<file path="src/hw/rtl/vtrd_pkg.sv">
package vtrd_pkg;

	localparam logic [31:0] SYNC_WORD  = 32'h3031_6364;
	localparam int          HOLD_LO    = 4;
	localparam int          HOLD_DEPTH = 20;

	typedef enum logic [2:0] {
		PH_SEARCH = 3'b001,
		PH_HEADER = 3'b010,
		PH_BODY   = 3'b100
	} phase_t;

	typedef enum logic [1:0] {
		SRC_IN,
		SRC_HOLD,
		SRC_CUR
	} src_t;

	typedef enum logic [2:0] {
		OP_NONE,
		OP_PROC,
		OP_EMIT_HOLD,
		OP_BODY,
		OP_SEARCH_RST
	} op_t;

	typedef enum logic [1:0] {
		PTR_KEEP,
		PTR_ZERO,
		PTR_FOUR,
		PTR_INC
	} ptr_op_t;

	typedef enum logic [2:0] {
		C_NEVER,
		C_ALWAYS,
		C_NOT_TYPE,
		C_BAD,
		C_DUMP_MORE,
		C_SCAN_MORE
	} cond_t;

	typedef logic [2:0] step_t;

	localparam step_t ST_IDLE      = 3'd0;
	localparam step_t ST_DISPATCH  = 3'd1;
	localparam step_t ST_DUMP      = 3'd2;
	localparam step_t ST_TAIL      = 3'd3;
	localparam step_t ST_SCAN_INIT = 3'd4;
	localparam step_t ST_SCAN      = 3'd5;
	localparam step_t ST_RETURN    = 3'd6;

	typedef struct packed {
		logic    accept;
		logic    wait_out;
		src_t    src;
		op_t     op;
		ptr_op_t ptr_op;
		cond_t   cond;
		step_t   target;
	} ctrl_t;

	typedef struct packed {
		logic at_type;
		logic type_bad;
		logic dump_more;
		logic scan_more;
	} flags_t;

	typedef struct packed {
		logic        valid;
		logic [7:0]  data;
		logic        first;
		logic        last;
		logic [2:0]  ptype;
		logic [15:0] length;
		logic [5:0]  offset;
	} emit_t;

	function automatic ctrl_t ucode(input step_t pc);
		ctrl_t w;
		w = '{accept: 1'b0, wait_out: 1'b0, src: SRC_IN, op: OP_NONE,
			ptr_op: PTR_KEEP, cond: C_ALWAYS, target: ST_IDLE};
		unique case (pc)
			ST_IDLE: begin
				w.accept = 1'b1;
				w.op     = OP_PROC;
				w.ptr_op = PTR_ZERO;
				w.cond   = C_NOT_TYPE;
				w.target = ST_IDLE;
			end
			ST_DISPATCH: begin
				w.cond   = C_BAD;
				w.target = ST_SCAN_INIT;
			end
			ST_DUMP: begin
				w.wait_out = 1'b1;
				w.op       = OP_EMIT_HOLD;
				w.ptr_op   = PTR_INC;
				w.cond     = C_DUMP_MORE;
				w.target   = ST_DUMP;
			end
			ST_TAIL: begin
				w.wait_out = 1'b1;
				w.src      = SRC_CUR;
				w.op       = OP_BODY;
			end
			ST_SCAN_INIT: begin
				w.op     = OP_SEARCH_RST;
				w.ptr_op = PTR_FOUR;
				w.cond   = C_NEVER;
			end
			ST_SCAN: begin
				w.src    = SRC_HOLD;
				w.op     = OP_PROC;
				w.ptr_op = PTR_INC;
				w.cond   = C_SCAN_MORE;
				w.target = ST_SCAN;
			end
			ST_RETURN: begin
				w.cond = C_ALWAYS;
			end
			default: begin
				w.cond = C_ALWAYS;
			end
		endcase
		return w;
	endfunction

	function automatic logic [4:0] type_pos(input logic ver);
		return ver ? 5'd19 : 5'd15;
	endfunction

	function automatic logic [5:0] header_size(input logic [2:0] t, input logic ver);
		logic [5:0] base;
		if (t <= 3'd2) begin
			base = 6'd30;
		end else if (t == 3'd3) begin
			base = 6'd26;
		end else begin
			base = 6'd18;
		end
		return base + (ver ? 6'd4 : 6'd0);
	endfunction

	function automatic logic [7:0] sync_byte(input logic [1:0] i);
		logic [7:0] b;
		case (i)
			2'd0:    b = SYNC_WORD[31:24];
			2'd1:    b = SYNC_WORD[23:16];
			2'd2:    b = SYNC_WORD[15:8];
			default: b = SYNC_WORD[7:0];
		endcase
		return b;
	endfunction

	function automatic logic [7:0] prefix_byte(input logic [1:0] i);
		logic [7:0] b;
		case (i)
			2'd0:    b = 8'h00;
			2'd1:    b = 8'h01;
			2'd2:    b = 8'hA0;
			default: b = 8'h00;
		endcase
		return b;
	endfunction

	// 16 is 1 mod 5, so the upper nibbles summed give the quotient by 16 mod 5
	function automatic logic rem80_is4(input logic [15:0] v);
		logic [5:0] s;
		logic       m5;
		s = 6'(v[15:12]) + 6'(v[11:8]) + 6'(v[7:4]);
		case (s) inside
			6'd0, 6'd5, 6'd10, 6'd15, 6'd20, 6'd25, 6'd30, 6'd35, 6'd40, 6'd45: m5 = 1'b1;
			default: m5 = 1'b0;
		endcase
		return m5 && (v[3:0] == 4'd4);
	endfunction

endpackage

</file>
<file path="src/hw/rtl/video_terminal_rtp_deframer.sv">
// Finds packets in a raw byte stream by the sync word 30 31 63 64 and forwards
// every packet byte as one item, the header bytes first, with first_flag on the
// opening sync byte and last_flag on the final byte, which also carries the
// packet type, the body length and the payload offset. Bytes outside a packet
// are dropped. layout_version picks the 2016 or 2019 header layout; writing it
// restarts the sync search. A small microcode program steps a single byte unit
// through sync-search, header and body bytes. On the byte that completes a header
// with a known type, the held header is played out through the output register
// one byte a cycle while the output is free; on a header with an unknown type,
// its held bytes from byte 4 on go back through the byte unit.
module video_terminal_rtp_deframer (
	input  logic        clk,
	input  logic        arst_n,
	input  logic        in_valid,
	output logic        in_ready,
	input  logic [7:0]  in_byte,
	output logic        out_valid,
	input  logic        out_ready,
	output logic [7:0]  out_byte,
	output logic        first_flag,
	output logic        last_flag,
	output logic [2:0]  packet_type,
	output logic [15:0] body_length,
	output logic [5:0]  payload_offset,
	input  logic        cfg_valid,
	output logic        cfg_ready,
	input  logic        layout_version
);
	import vtrd_pkg::*;

	ctrl_t       ctrl;
	flags_t      flags;
	emit_t       emit;
	logic        go;
	logic        out_free;
	logic        in_fire;
	logic        cfg_fire;
	logic        out_valid_q;
	logic [7:0]  out_byte_q;
	logic        first_q;
	logic        last_q;
	logic [2:0]  type_q;
	logic [15:0] length_q;
	logic [5:0]  offset_q;

	assign out_free  = !out_valid_q || out_ready;
	assign cfg_ready = ctrl.accept;
	assign in_ready  = ctrl.accept && out_free && !cfg_valid;
	assign in_fire   = in_valid && in_ready;
	assign cfg_fire  = cfg_valid && cfg_ready;

	vtrd_sequencer u_seq (
		.clk      (clk),
		.arst_n   (arst_n),
		.in_fire  (in_fire),
		.out_free (out_free),
		.flags    (flags),
		.ctrl     (ctrl),
		.go       (go)
	);

	vtrd_datapath u_dp (
		.clk        (clk),
		.arst_n     (arst_n),
		.ctrl       (ctrl),
		.go         (go),
		.in_byte    (in_byte),
		.cfg_fire   (cfg_fire),
		.cfg_layout (layout_version),
		.flags      (flags),
		.emit       (emit)
	);

	always_ff @(posedge clk or negedge arst_n) begin
		if (!arst_n) begin
			out_valid_q <= 1'b0;
		end else if (emit.valid) begin
			out_valid_q <= 1'b1;
		end else if (out_ready) begin
			out_valid_q <= 1'b0;
		end
	end

	always_ff @(posedge clk) begin
		if (emit.valid) begin
			out_byte_q <= emit.data;
			first_q    <= emit.first;
			last_q     <= emit.last;
			type_q     <= emit.ptype;
			length_q   <= emit.length;
			offset_q   <= emit.offset;
		end
	end

	assign out_valid      = out_valid_q;
	assign out_byte       = out_byte_q;
	assign first_flag     = first_q;
	assign last_flag      = last_q;
	assign packet_type    = type_q;
	assign body_length    = length_q;
	assign payload_offset = offset_q;

	a_no_overwrite: assert property (@(posedge clk) disable iff (!arst_n)
		emit.valid |-> out_free)
		else $error("item emitted over an untaken result");

endmodule

</file>
<file path="src/hw/rtl/vtrd_sequencer.sv">
module vtrd_sequencer (
	input  logic             clk,
	input  logic             arst_n,
	input  logic             in_fire,
	input  logic             out_free,
	input  vtrd_pkg::flags_t flags,
	output vtrd_pkg::ctrl_t  ctrl,
	output logic             go
);
	import vtrd_pkg::*;

	step_t pc_q;
	logic  jump;

	always_comb begin
		ctrl = ucode(pc_q);
		if (ctrl.accept) begin
			go = in_fire;
		end else if (ctrl.wait_out) begin
			go = out_free;
		end else begin
			go = 1'b1;
		end
	end

	always_comb begin
		unique case (ctrl.cond)
			C_NEVER:     jump = 1'b0;
			C_ALWAYS:    jump = 1'b1;
			C_NOT_TYPE:  jump = !flags.at_type;
			C_BAD:       jump = flags.type_bad;
			C_DUMP_MORE: jump = flags.dump_more;
			C_SCAN_MORE: jump = flags.scan_more;
			default:     jump = 1'b1;
		endcase
	end

	always_ff @(posedge clk or negedge arst_n) begin
		if (!arst_n) begin
			pc_q <= ST_IDLE;
		end else if (go) begin
			pc_q <= jump ? ctrl.target : pc_q + 3'd1;
		end
	end

endmodule

</file>
<file path="src/hw/rtl/vtrd_datapath.sv">
module vtrd_datapath (
	input  logic             clk,
	input  logic             arst_n,
	input  vtrd_pkg::ctrl_t  ctrl,
	input  logic             go,
	input  logic [7:0]       in_byte,
	input  logic             cfg_fire,
	input  logic             cfg_layout,
	output vtrd_pkg::flags_t flags,
	output vtrd_pkg::emit_t  emit
);
	import vtrd_pkg::*;

	logic        version_q;
	phase_t      phase_q;
	logic [31:0] window_q;
	logic [16:0] pos_q;
	logic [2:0]  type_q;
	logic [15:0] len_q;
	logic [2:0]  pm_q;
	logic [4:0]  ptr_q;
	logic [7:0]  cur_q;
	logic        bad_q;
	logic [7:0]  hold_q [HOLD_LO:HOLD_DEPTH-1];

	logic [4:0]  tp;
	logic [7:0]  hold_rd;
	logic [7:0]  b;
	logic        do_proc;
	logic        do_body;
	logic        do_dump;
	logic [31:0] win_new;
	logic        sync_hit;
	logic        pos_at_tp;
	logic        nib_bad;
	logic [5:0]  hs;
	logic [16:0] hs17;
	logic [15:0] len_new;
	logic        in_pfx;
	logic [1:0]  pfx_idx;
	logic [2:0]  pm_new;
	logic        is_last;
	logic [5:0]  offset;

	assign tp = type_pos(version_q);

	always_comb begin
		if (ptr_q < 5'(HOLD_LO) || ptr_q > 5'(HOLD_DEPTH - 1)) begin
			hold_rd = sync_byte(ptr_q[1:0]);
		end else begin
			hold_rd = hold_q[ptr_q];
		end
	end

	always_comb begin
		case (ctrl.src)
			SRC_HOLD: b = hold_rd;
			SRC_CUR:  b = cur_q;
			default:  b = in_byte;
		endcase
	end

	assign do_proc = go && (ctrl.op == OP_PROC);
	assign do_dump = go && (ctrl.op == OP_EMIT_HOLD);
	assign do_body = go && ((ctrl.op == OP_BODY) || ((ctrl.op == OP_PROC) && (phase_q == PH_BODY)));

	assign win_new   = {window_q[23:0], b};
	assign sync_hit  = (win_new == SYNC_WORD);
	assign pos_at_tp = (pos_q == 17'(tp));
	assign nib_bad   = (b[7:4] > 4'd4);

	assign hs   = header_size(type_q, version_q);
	assign hs17 = 17'(hs);

	always_comb begin
		len_new = len_q;
		if (pos_q == hs17 - 17'd2) begin
			len_new[15:8] = b;
		end
		if (pos_q == hs17 - 17'd1) begin
			len_new[7:0] = b;
		end
	end

	assign in_pfx  = (pos_q >= hs17) && (pos_q < hs17 + 17'd4);
	assign pfx_idx = 2'(pos_q - hs17);

	always_comb begin
		pm_new = pm_q;
		if (in_pfx && (pm_q == {1'b0, pfx_idx}) && (b == prefix_byte(pfx_idx))) begin
			pm_new = pm_q + 3'd1;
		end
	end

	assign is_last = (pos_q >= hs17 - 17'd1)
		&& (({1'b0, pos_q} + 18'd1) >= (18'(hs) + 18'(len_new)));
	assign offset = hs + ((rem80_is4(len_new) && (pm_new == 3'd4)) ? 6'd4 : 6'd0);

	assign flags.at_type   = (phase_q == PH_HEADER) && pos_at_tp;
	assign flags.type_bad  = bad_q;
	assign flags.dump_more = (ptr_q != tp - 5'd1);
	assign flags.scan_more = (ptr_q != tp);

	always_comb begin
		emit.valid  = do_dump || do_body;
		emit.data   = do_dump ? hold_rd : b;
		emit.first  = do_dump && (ptr_q == 5'd0);
		emit.last   = do_body && is_last;
		emit.ptype  = emit.last ? type_q : 3'd0;
		emit.length = emit.last ? len_new : 16'd0;
		emit.offset = emit.last ? offset : 6'd0;
	end

	always_ff @(posedge clk or negedge arst_n) begin
		if (!arst_n) begin
			version_q <= 1'b0;
			phase_q   <= PH_SEARCH;
			window_q  <= '0;
			pos_q     <= '0;
			type_q    <= '0;
			len_q     <= '0;
			pm_q      <= '0;
			ptr_q     <= '0;
			bad_q     <= 1'b0;
		end else if (cfg_fire) begin
			version_q <= cfg_layout;
			phase_q   <= PH_SEARCH;
			window_q  <= '0;
			pos_q     <= '0;
			pm_q      <= '0;
		end else begin
			if (go) begin
				case (ctrl.ptr_op)
					PTR_ZERO: ptr_q <= '0;
					PTR_FOUR: ptr_q <= 5'(HOLD_LO);
					PTR_INC:  ptr_q <= ptr_q + 5'd1;
					default:  ptr_q <= ptr_q;
				endcase
			end
			if (do_body) begin
				len_q <= len_new;
				pm_q  <= pm_new;
				if (is_last) begin
					phase_q  <= PH_SEARCH;
					window_q <= '0;
					pos_q    <= '0;
					pm_q     <= '0;
				end else begin
					phase_q <= PH_BODY;
					pos_q   <= pos_q + 17'd1;
				end
			end else if (do_proc && (phase_q == PH_SEARCH)) begin
				window_q <= win_new;
				if (sync_hit) begin
					pos_q   <= 17'(HOLD_LO);
					phase_q <= PH_HEADER;
				end
			end else if (do_proc && (phase_q == PH_HEADER)) begin
				if (!pos_at_tp) begin
					pos_q <= pos_q + 17'd1;
				end else begin
					bad_q <= nib_bad;
					if (!nib_bad) begin
						type_q <= b[6:4];
						len_q  <= '0;
						pm_q   <= '0;
					end
				end
			end else if (go && (ctrl.op == OP_SEARCH_RST)) begin
				phase_q  <= PH_SEARCH;
				window_q <= '0;
				pos_q    <= '0;
				pm_q     <= '0;
			end
		end
	end

	always_ff @(posedge clk) begin
		if (do_proc && (phase_q == PH_HEADER)) begin
			hold_q[pos_q[4:0]] <= b;
		end
		if (go && ctrl.accept) begin
			cur_q <= in_byte;
		end
	end

	a_header_pos: assert property (@(posedge clk) disable iff (!arst_n)
		(phase_q == PH_HEADER) |-> (pos_q >= 17'(HOLD_LO)) && (pos_q <= 17'(tp)))
		else $error("header position outside held range");

	a_dump_ptr: assert property (@(posedge clk) disable iff (!arst_n)
		do_dump |-> (ptr_q < tp))
		else $error("header replay ran past type byte");

	a_first_sync: assert property (@(posedge clk) disable iff (!arst_n)
		(emit.valid && emit.first) |-> (emit.data == SYNC_WORD[31:24]) && !emit.last)
		else $error("first item is not the opening sync byte");

endmodule

</file>
<file path="config.mk">
export PLATFORM = sky130hd
export DESIGN_NAME = video_terminal_rtp_deframer
export DESIGN_NICKNAME = d
export VERILOG_FILES = /design/src/hw/rtl/vtrd_pkg.sv /design/src/hw/rtl/video_terminal_rtp_deframer.sv /design/src/hw/rtl/vtrd_sequencer.sv /design/src/hw/rtl/vtrd_datapath.sv
export SDC_FILE = /design/constraint.sdc
export NUM_CORES = 1
export LEC_CHECK = 0
export BUFFER_PORTS_ARGS = -buffer_cell sky130_fd_sc_hd__buf_4
export CORE_MARGIN = 2
export CORE_UTILIZATION = 52
export CTS_CLUSTER_DIAMETER = 30
export DETAILED_ROUTE_END_ITERATION = 8
export GPL_ROUTABILITY_DRIVEN = 0
export PLACE_DENSITY = 0.69
export SYNTH_ARGS = -nofsm -noshare
export SYNTH_HDL_FRONTEND = slang
export SYNTH_SLANG_ARGS = --single-unit
</file>
<file path="constraint.sdc">
create_clock -name clk -period 15.8 [get_ports clk]
set_input_delay 0 -clock clk [delete_from_list [all_inputs] [get_ports clk]]
set_output_delay 0 -clock clk [all_outputs]
set_load 0.005 [all_outputs]
</file>
==> flow_summary.ini, run 1 <==
[yosys]
synth_xor_area_frac = 0.0258
netlist_instances = 1069
synth-edff-count = 170
yosysTopAreaCell = edfxtp_1
ys_seq_elements = 247
synth-adder-area-share = 0.0616
async_reset_ff_frac = 0.312
synth-compound-area-share = 0.129
yosys.area_share.simple = 0.129
syn_area_per_cell_um2 = 12.1
synth_top_family_by_area = compound AO/OA/AOI/OAI gates
yosysUniqueCellTypes = 99
ys_warn_count = 0
ys_seq_area_frac = 0.546
synth_top_flop_cell = edfxtp_1
syn-cell-area_um2 = 12900
netlist.area_leader.share = 0.396
synth_area_leaders = edfxtp_1 40%, dfrtp_1 15%, ha_1 5.5%
synthMuxAreaShare = 0.0700
syn-num-nets = 1144

[pwr]
seqPwrFrac = 0.354
p_sw_frac = 0.243
pwr-share-comb = 0.095
ir_drop_v = 0.000114
intPower_mw = 1.52
cellPowerDensity_nw_per_um2 = 130
p_sw_mw = 0.488
p_leak_nw = 6.10
clkPwrFrac = 0.551

[drt]
drtIter0Drc = 911
vias_per_cell = 5.99
postRouteWirelength_um = 32600
wl_per_cell_um = 21.5
vias = 9078
drtAntennaViolNets = 0
drc = 0
dr.pass1.iters = 7

[worst_setup_path]
critPathSlowestCell = o21ai_2
path_depth = 23
critical_path.n_buffers_inverters = 3
cp_data_required_time_ns = 16.22
cp_top_family = compound AO/OA/AOI/OAI gates
ff2ff_path_depth = 23
crit_chain = clkinv_1 -> ha_1 -> and3b_2 -> nand2_1 -> o21ai_2 -> mux2i_1 -> inv_1 -> ha_1 -> nand2_1 -> o32ai_1 -> a2111oi_0 -> or4_1 -> or3_4 -> or3_1 -> ha_1 -> nand4_1 -> nor3_1 -> a21oi_1 -> a21oi_1 -> nor2_1 -> o21ai_1 -> inv_2 -> a22o_1
arrival_ns = 8.50
path_max_fanout = 21
crit_type = reg2reg
crit_path_end_kind = register
slowest_delay_ns = 0.79
crit_top_cell = ha_1
crit_path_start_kind = register

[finish]
drive_above_1_share = 0.174
diodes = 0
nets = 1223
final_common_cell = edfxtp_1
fillCellCount = 1814
finalNonFillerCells = 1515
final_cell_mix = 170 x edfxtp_1, 94 x nand2_1, 75 x dfrtp_1
final_area_um2 = 15400
utilization = 0.635
area_growth_pct = 19.8

[placed_design]
placed_cells = 1407
dp_hpwl_um = 21600
io_buffers = 50
dpl_cell_area_um2 = 13500
dp_slack_ns = 7.86

[clocking]
clkSinkCount = 247
htreeDepth = 2
cts_inserted_buffers = 51
path_clk_slew_ns = 0.05
clkLatencyLatePin_ns = 0.57
root_buffer = clkbuf_16
cts_tree = built
post-cts-setup-buffers = 0
clock_path_buffers = 3

[job]
cap_viol_max_count = 0

[min_path]
whs_path_depth = 3
hold_class = in2reg

[timing]
layout_min_cycle_time_ns = 8.09
fin_crit_sh = 0.512
skew_ns = 0.0325
worst_slack_ns = 7.71
finalHoldViolations = 0
setup_viol = 0
slew_violations = 0
max_freq_mhz = 124
slew_headroom = 0.0917
rsz0062_at_grt = no
tightest_slew_ns = 1.33
finalSetupTns_ns = 0

[floorplan]
dieArea_um2 = 26100
coreArea_um2 = 24300
die_w_um = 161
die_h_um = 161
initial_core_util = 0.530
pin_count = 52
rows = 57

[grt]
grt-ovfl-total = 0
grt_first_pass_wirelength_um = 50400
antenna_found_initial = 0
grt_pass1_vias = 8736
gr-usage-all-layers = 0.252
grt_max_degree = 78

[status]
status = finished clean
## layer usage
| metal | routed length (µm) | vias to the layer above | track usage |
|---|---|---|---|
| met5 | 0 | - | 0 |
| met4 | 870 | 0 | 0.0836 |
| met3 | 2380 | 59 | 0.0560 |
| met2 | 15600 | 357 | 0.404 |
| met1 | 13700 | 4459 | 0.343 |
| li1 | - | 4203 | - |
## metrics by stage
stage               power (mW)  hold WS [ns]
floorplan                0.856        -0.296
global placement         0.900         0.190
detailed placement       0.904         0.193
CTS                       2.01        0.0450
global route              2.07         0.123
finish                    2.01        0.0592
## power by group through the flow
stage                     Combinational, mW  Clock (mW)  Sequential (mW)
after floorplan                       0.137           0            0.719
after global placement                0.178           0            0.722
after detailed placement              0.182           0            0.722
after CTS                             0.187        1.11            0.710
after global routing                  0.210        1.15            0.711
final                                 0.190        1.11            0.711
## final cells by class
type                            instances  area, µm²  area share
Clock buffer                           61       1330      0.0864
Clock inverter                         35        474      0.0307
Inverter                               54        216      0.0140
Multi-Input combinational cell        718       5380       0.348
Sequential cell                       247       7030       0.456
Tap cell                              324        405      0.0263
Timing Repair Buffer                   76        601      0.0389
## synthesized netlist by cell type, drive strengths merged, types with 5 or more instances
cell	instances
a21o	12
buf	20
or4	6
nor2b	9
xor2	15
inv	52
a31oi	10
o21ai	39
a21oi	38
mux4	13
clkbuf	30
a22o	39
mux2	6
nand3	24
and3b	5
nor3b	5
or3	8
dfrtp	76
nand2b	10
mux2i	53
a22oi	12
nand2	95
o31ai	13
nor3	18
o21a	8
nor4	15
ha	57
and2	15
edfxtp	170
o22ai	20
a2111oi	5
nor2	72
xnor2	23
nand4	9
and3	6
## registers in the layout (all words and copies together), names as in the netlist, 5 cells and up
register,count
u_dp.cur_q,8
u_dp.hold_q,128
u_dp.pos_q,17
payload_offset,5
u_dp.len_q,16
body_length,16
out_byte,8
u_dp.window_q,24
u_dp.ptr_q,5
## logic make-up after synthesis
logic type | Yosys count
AND/OR/NAND/NOR | 320
flip-flops | 247
AO/OA/AOI/OAI | 226
buffers and inverters | 104
multiplexers | 72
adder cells (fa/ha/maj) | 61
XOR/XNOR | 38
other | 1
## timing repair
item,CTS,global route
hold buffers,12,0
resized for setup,0,0
hold endpoints to repair,87,0
## worst min-delay path, delay by kind of cell
| family | cells | cell delay, ns |
|---|---|---|
| buf+inv | 1 | 0.11 |
| simple gates | 2 | 0.30 |
## worst paths after layout
| kind | startpoint | to | slack, ns |
|---|---|---|---|
| worst max-delay path | u_seq.pc_q[2] | u_dp.pos_q[16] | 7.71 |
| worst min-delay path | in_valid | u_dp.cur_q[1] | 0.06 |
| worst max register to register | u_seq.pc_q[2] | u_dp.pos_q[16] | 7.71 |
| worst min register to register | u_dp.window_q[16] | u_dp.window_q[16] | 0.49 |
| max in group asynchronous | arst_n | u_dp.ptr_q[0] | 14.89 |
| min in group asynchronous | arst_n | u_dp.pm_q[2] | 0.20 |
Power figures use the tool's default switching activity.
==> run 2: changes to the inputs <==
Clock period 15.8 ns to 7.7 ns, I/O delays scaled along.
==> run 2 against run 1 <==
Net effect:
- sequential power rose by 110%
- clock skew fell by 0.0042 ns
- total power rose by 96%
- first-iteration DRC count rose by 1.9%
- via count rose by 0.71%
- final cell count rose by 0.86%
- combinational power rose by 110%
- flip-flop and latch count did not move
- critical path type unchanged
- critical endpoint is now payload_offset[4]
==> flow_summary.ini, run 2 (same netlist as run 1, synthesis figures left out) <==
[finish]
largest_register_ff_count = 128
nets = 1238
area_growth_pct = 19.9
final_common_cell = edfxtp_1
final_cell_mix = 170 x edfxtp_1, 94 x nand2_1, 78 x buf_4
diodes = 0
drive_above_1_share = 0.189
final_area_um2 = 15400

[floorplan]
dieArea_um2 = 26100
die_w_um = 161
die_h_um = 161
coreArea_um2 = 24300
pin_count = 52
rows = 57
initial_core_util = 0.530

[worst_setup_path]
r2r_setup_slack_ns = 0.47
ff2ff_path_depth = 23
crit_type = reg2reg
crit_path_start_kind = register
cp_data_required_time_ns = 7.99
arrival_ns = 7.52
path_max_fanout = 13
crit_path_end_kind = register

[drt]
wl_per_cell_um = 21.3
postRouteWirelength_um = 32500
drtIter0Drc = 928
dr.pass1.iters = 5
vias = 9142
vias_per_cell = 5.98
drtAntennaViolNets = 0
drc = 0

[pwr]
cellPowerDensity_nw_per_um2 = 254
pwr-share-comb = 0.099
intPower_mw = 2.91
p_sw_frac = 0.259
p_leak_nw = 6.12
p_sw_mw = 1.02
ir_drop_v = 0.000223
seqPwrFrac = 0.371
clkPwrFrac = 0.530

[clocking]
cts_inserted_buffers = 50
root_buffer = clkbuf_16
post-cts-setup-buffers = 0
clock_path_buffers = 3
clkSinkCount = 247
cts_tree = built
path_clk_slew_ns = 0.05
htreeDepth = 2
clkLatencyLatePin_ns = 0.55

[grt]
grt_first_pass_wirelength_um = 51400
grt_max_degree = 74
grt-ovfl-total = 0
grt_pass1_vias = 9128
gr-usage-all-layers = 0.256
antenna_found_initial = 0

[timing]
finalSetupTns_ns = 0
skew_ns = 0.0283
max_freq_mhz = 138
finalHoldViolations = 0
slew_violations = 0
slew_headroom = 0.249
setup_viol = 0
fin_crit_sh = 0.939
tightest_slew_ns = 1.12
layout_min_cycle_time_ns = 7.23
rsz0062_at_grt = no

[min_path]
hold_class = in2reg
whs_path_depth = 4

[placed_design]
dpl_cell_area_um2 = 13600
io_buffers = 50
dp_hpwl_um = 22400

[job]
cap_viol_max_count = 0

[status]
status = finished clean
## run 2: per-stage QoR
| step | util | power [mW] | cells | worst slack, ns | hold WS (ns) |
|---|---|---|---|---|---|
| after floorplan | - | 1.76 | 1069 | 1.24 | -0.296 |
| after global placement | 0.561 | 1.85 | 1422 | 0.784 | -0.196 |
| after detailed placement | 0.561 | 1.86 | 1422 | 0.573 | -0.195 |
| after CTS | 0.635 | 3.95 | 1528 | 0.525 | 0.0454 |
| after global routing | 0.635 | 4.06 | 1528 | 0.0199 | 0.106 |
| final | 0.635 | 3.93 | 1528 | 0.466 | 0.0612 |
## run 2: final timing paths
path,startpoint,endpoint
worst max-delay path,u_dp.version_q,payload_offset[4]
worst min-delay path,cfg_valid,u_dp.ptr_q[1]
worst max register to register,u_dp.version_q,payload_offset[4]
max in group asynchronous,arst_n,u_dp.ptr_q[0]
worst min register to register,u_dp.phase_q[0],u_dp.phase_q[0]
min in group asynchronous,arst_n,u_dp.len_q[12]
## run 2: critical path, cell delays in order, from the launching register on
cell and delay (ns):
dfrtp_1 0.59, ha_1 0.39, inv_1 0.11, ha_1 0.29
or3b_1 0.40, nor3_2 0.23, or3b_4 0.52, o31ai_2 0.60
inv_1 0.24, fa_1 0.50, xor2_1 0.19, ha_1 0.32
a21oi_1 0.10, xnor2_1 0.46, mux2i_1 0.28, a22oi_1 0.12
o31ai_1 0.23, a221oi_1 0.17, or4_1 0.51, a21oi_1 0.14
ha_1 0.19, ha_1 0.16, xor2_1 0.15, nor2_1 0.06
## run 2: timing repair
action / 4_1_cts / 5_1_grt
hold endpoints to repair: 87 / 0
hold buffers: 13 / 0
gates resized for setup: 0 / 4
setup endpoints to repair: 0 / 15
## run 2: final cells by class
class                           instances  area, µm²
Clock buffer                           55       1330
Sequential cell                       247       7030
Tap cell                              324        405
Clock inverter                         38        334
Timing Repair Buffer                   92        736
Fill cell                            1838       8870
Inverter                               54        216
Multi-Input combinational cell        718       5390
## run 2: power groups by stage
| stage | sequential (mW) | combinational [mW] | clock (mW) |
|---|---|---|---|
| floorplan | 1.47 | 0.281 | 0 |
| global placement | 1.48 | 0.369 | 0 |
| detailed placement | 1.48 | 0.380 | 0 |
| CTS | 1.46 | 0.389 | 2.10 |
| global route | 1.46 | 0.438 | 2.17 |
| finish | 1.46 | 0.391 | 2.08 |
## run 2: per-layer routing
layer,part of all wire,global-route usage,vias up,wire length [µm]
li1,-,-,4227,-
met1,0.42,0.346,4471,13600
met2,0.48,0.413,364,15500
met3,0.071,0.0452,80,2320
met4,0.035,0.104,0,1130
met5,0,0,-,0
==> run 3: changes to the inputs <==
Settings changed: CORE_UTILIZATION 52 to 62, PLACE_DENSITY 0.69 to 0.8.
==> run 3 against run 2 <==
Net effect:
- global-route usage up 4.7 points
- critical path depth up 4
- flip-flop and latch count unchanged
- setup slack worse by 0.065 ns
- final area down 1.9%
- die area down 16%
- largest cell class unchanged
- highest routed layer unchanged
==> flow_summary.ini, run 3 (same netlist as run 1, synthesis figures left out) <==
[clocking]
clkLatencyLatePin_ns = 0.53
post-cts-setup-buffers = 0
root_buffer = clkbuf_16
path_clk_slew_ns = 0.05
cts_tree = built
clock_path_buffers = 3
htreeDepth = 2
cts_inserted_buffers = 45
clkSinkCount = 247

[pwr]
pwr-share-comb = 0.106
ir_drop_v = 0.000167
clkPwrFrac = 0.505
p_sw_mw = 0.930
finalPower_mw = 3.75
intPower_mw = 2.82
seqPwrFrac = 0.389
cellPowerDensity_nw_per_um2 = 247
p_sw_frac = 0.248
p_leak_nw = 6.01

[finish]
nets = 1234
finalNonFillerCells = 1465
final_area_um2 = 15200
diodes = 0
area_growth_pct = 17.6
final_cell_mix = 170 x edfxtp_1, 94 x nand2_1, 80 x buf_4
drive_above_1_share = 0.174
largest_register_ff_count = 128
fillCellCount = 1320
final_common_cell = edfxtp_1

[drt]
drtAntennaViolNets = 0
postRouteWirelength_um = 32700
vias = 9450
vias_per_cell = 6.45
wl_per_cell_um = 22.3
drc = 0
drtIter0Drc = 948
dr.pass1.iters = 6

[worst_setup_path]
ff2ff_path_depth = 27
arrival_ns = 7.69
r2r_setup_slack_ns = 0.40
startpoint = u_dp.type_q[1]
reg2reg_to = u_dp.pos_q[15]
path_max_fanout = 12
crit_path_end_kind = register
crit_path_start_kind = register
worstReg2RegStart = u_dp.type_q[1]
crit_type = reg2reg
cp_data_required_time_ns = 8.09

[grt]
grt_util_met3 = 0.0660
grt-ovfl-total = 0
gr-usage-met1 = 0.423
grt_pass1_vias = 9172
gr-usage-all-layers = 0.304
antenna_found_initial = 0
grt_first_pass_wirelength_um = 51300
met2_usage = 0.480
grt-busiest-layer = met2
grt_max_degree = 76

[placed_design]
placed_cells = 1369
dp_hpwl_um = 21900
dpl_cell_area_um2 = 13600
io_buffers = 50

[timing]
fin_crit_sh = 0.948
skew_ns = 0.0190
tightest_slew_ns = 1.13
setup_viol = 0
rsz0062_at_grt = no
slew_headroom = 0.229
layout_min_cycle_time_ns = 7.30
finalHoldViolations = 0
holdWs_ns = 0.0545
finalSetupTns_ns = 0
max_freq_mhz = 137
slew_violations = 0

[floorplan]
dieArea_um2 = 22000
die_w_um = 148
initial_core_util = 0.635
die_h_um = 148
rows = 52
coreArea_um2 = 20300
pin_count = 52

[job]
cap_viol_max_count = 0

[min_path]
hold_start = in_valid
hold_class = in2reg
whs_path_depth = 3
min_to = u_dp.cur_q[4]

[status]
status = finished clean
## run 3: per-stage QoR
step | setup WS, ns | utilization
3_5_place_dp | 0.609 | 0.668
3_3_place_gp | 0.713 | 0.668
4_1_cts | 0.516 | 0.747
6_report | 0.402 | 0.747
5_1_grt | 0.0158 | 0.747
2_1_floorplan | 1.24 | -
## run 3: critical path: stages (launching register included)
cell,delay [ns]
dfrtp_1,0.40
a21oi_1,0.21
ha_1,0.36
inv_1,0.11
ha_1,0.27
or3b_1,0.39
nor3_2,0.22
nor2b_1,0.15
nand2_1,0.31
mux2i_1,0.38
inv_1,0.15
ha_1,0.36
inv_1,0.08
nor3b_1,0.26
a2111oi_0,0.17
or4_1,0.54
or3_4,0.41
or3_1,0.36
ha_1,0.30
nand4_1,0.14
a211oi_1,0.34
a21oi_1,0.07
a21oi_1,0.30
nor2_1,0.18
o21ai_1,0.17
buf_4,0.21
inv_2,0.12
a22o_1,0.19
## run 3: timing repair
action | 4_1_cts | 5_1_grt
endpoints found under the setup margin | 0 | 2
gates resized for setup | 0 | 1
endpoints found under the hold margin | 86 | 0
hold buffers | 13 | 0
## run 3: layout make-up
class                      instances  area (µm²)  area share
sequential                       247        7030       0.464
clock buffer                      51        1150      0.0758
multi-input combinational        718        5370       0.354
inverter                          54         216      0.0143
clock inverter                    32         323      0.0213
timing repair buffer              93         731      0.0482
tap                              270         338      0.0223
## run 3: per-layer routing
layer | wire, µm | share of wire
met3 | 3120 | 0.096
met2 | 15400 | 0.47
met5 | 0 | 0
met1 | 13200 | 0.40
met4 | 987 | 0.030
## run 3: power groups by stage
stage	logic (mW)	clock network, mW	registers, mW
after floorplan	0.281	0	1.47
after global placement	0.365	0	1.48
after detailed placement	0.380	0	1.48
after CTS	0.389	1.91	1.46
after global routing	0.438	1.98	1.46
final	0.395	1.89	1.46
## run 3: worst max path at each step
stage | cells after the start | slack (ns) | endpoint
2_1_floorplan | 27 | 1.24 | u_dp.pos_q[11]
3_3_place_gp | 25 | 0.71 | payload_offset[4]
3_5_place_dp | 24 | 0.61 | payload_offset[4]
4_1_cts | 27 | 0.52 | u_dp.pos_q[15]
5_1_grt | 27 | 0.02 | u_dp.pos_q[13]
6_report | 27 | 0.40 | u_dp.pos_q[15]
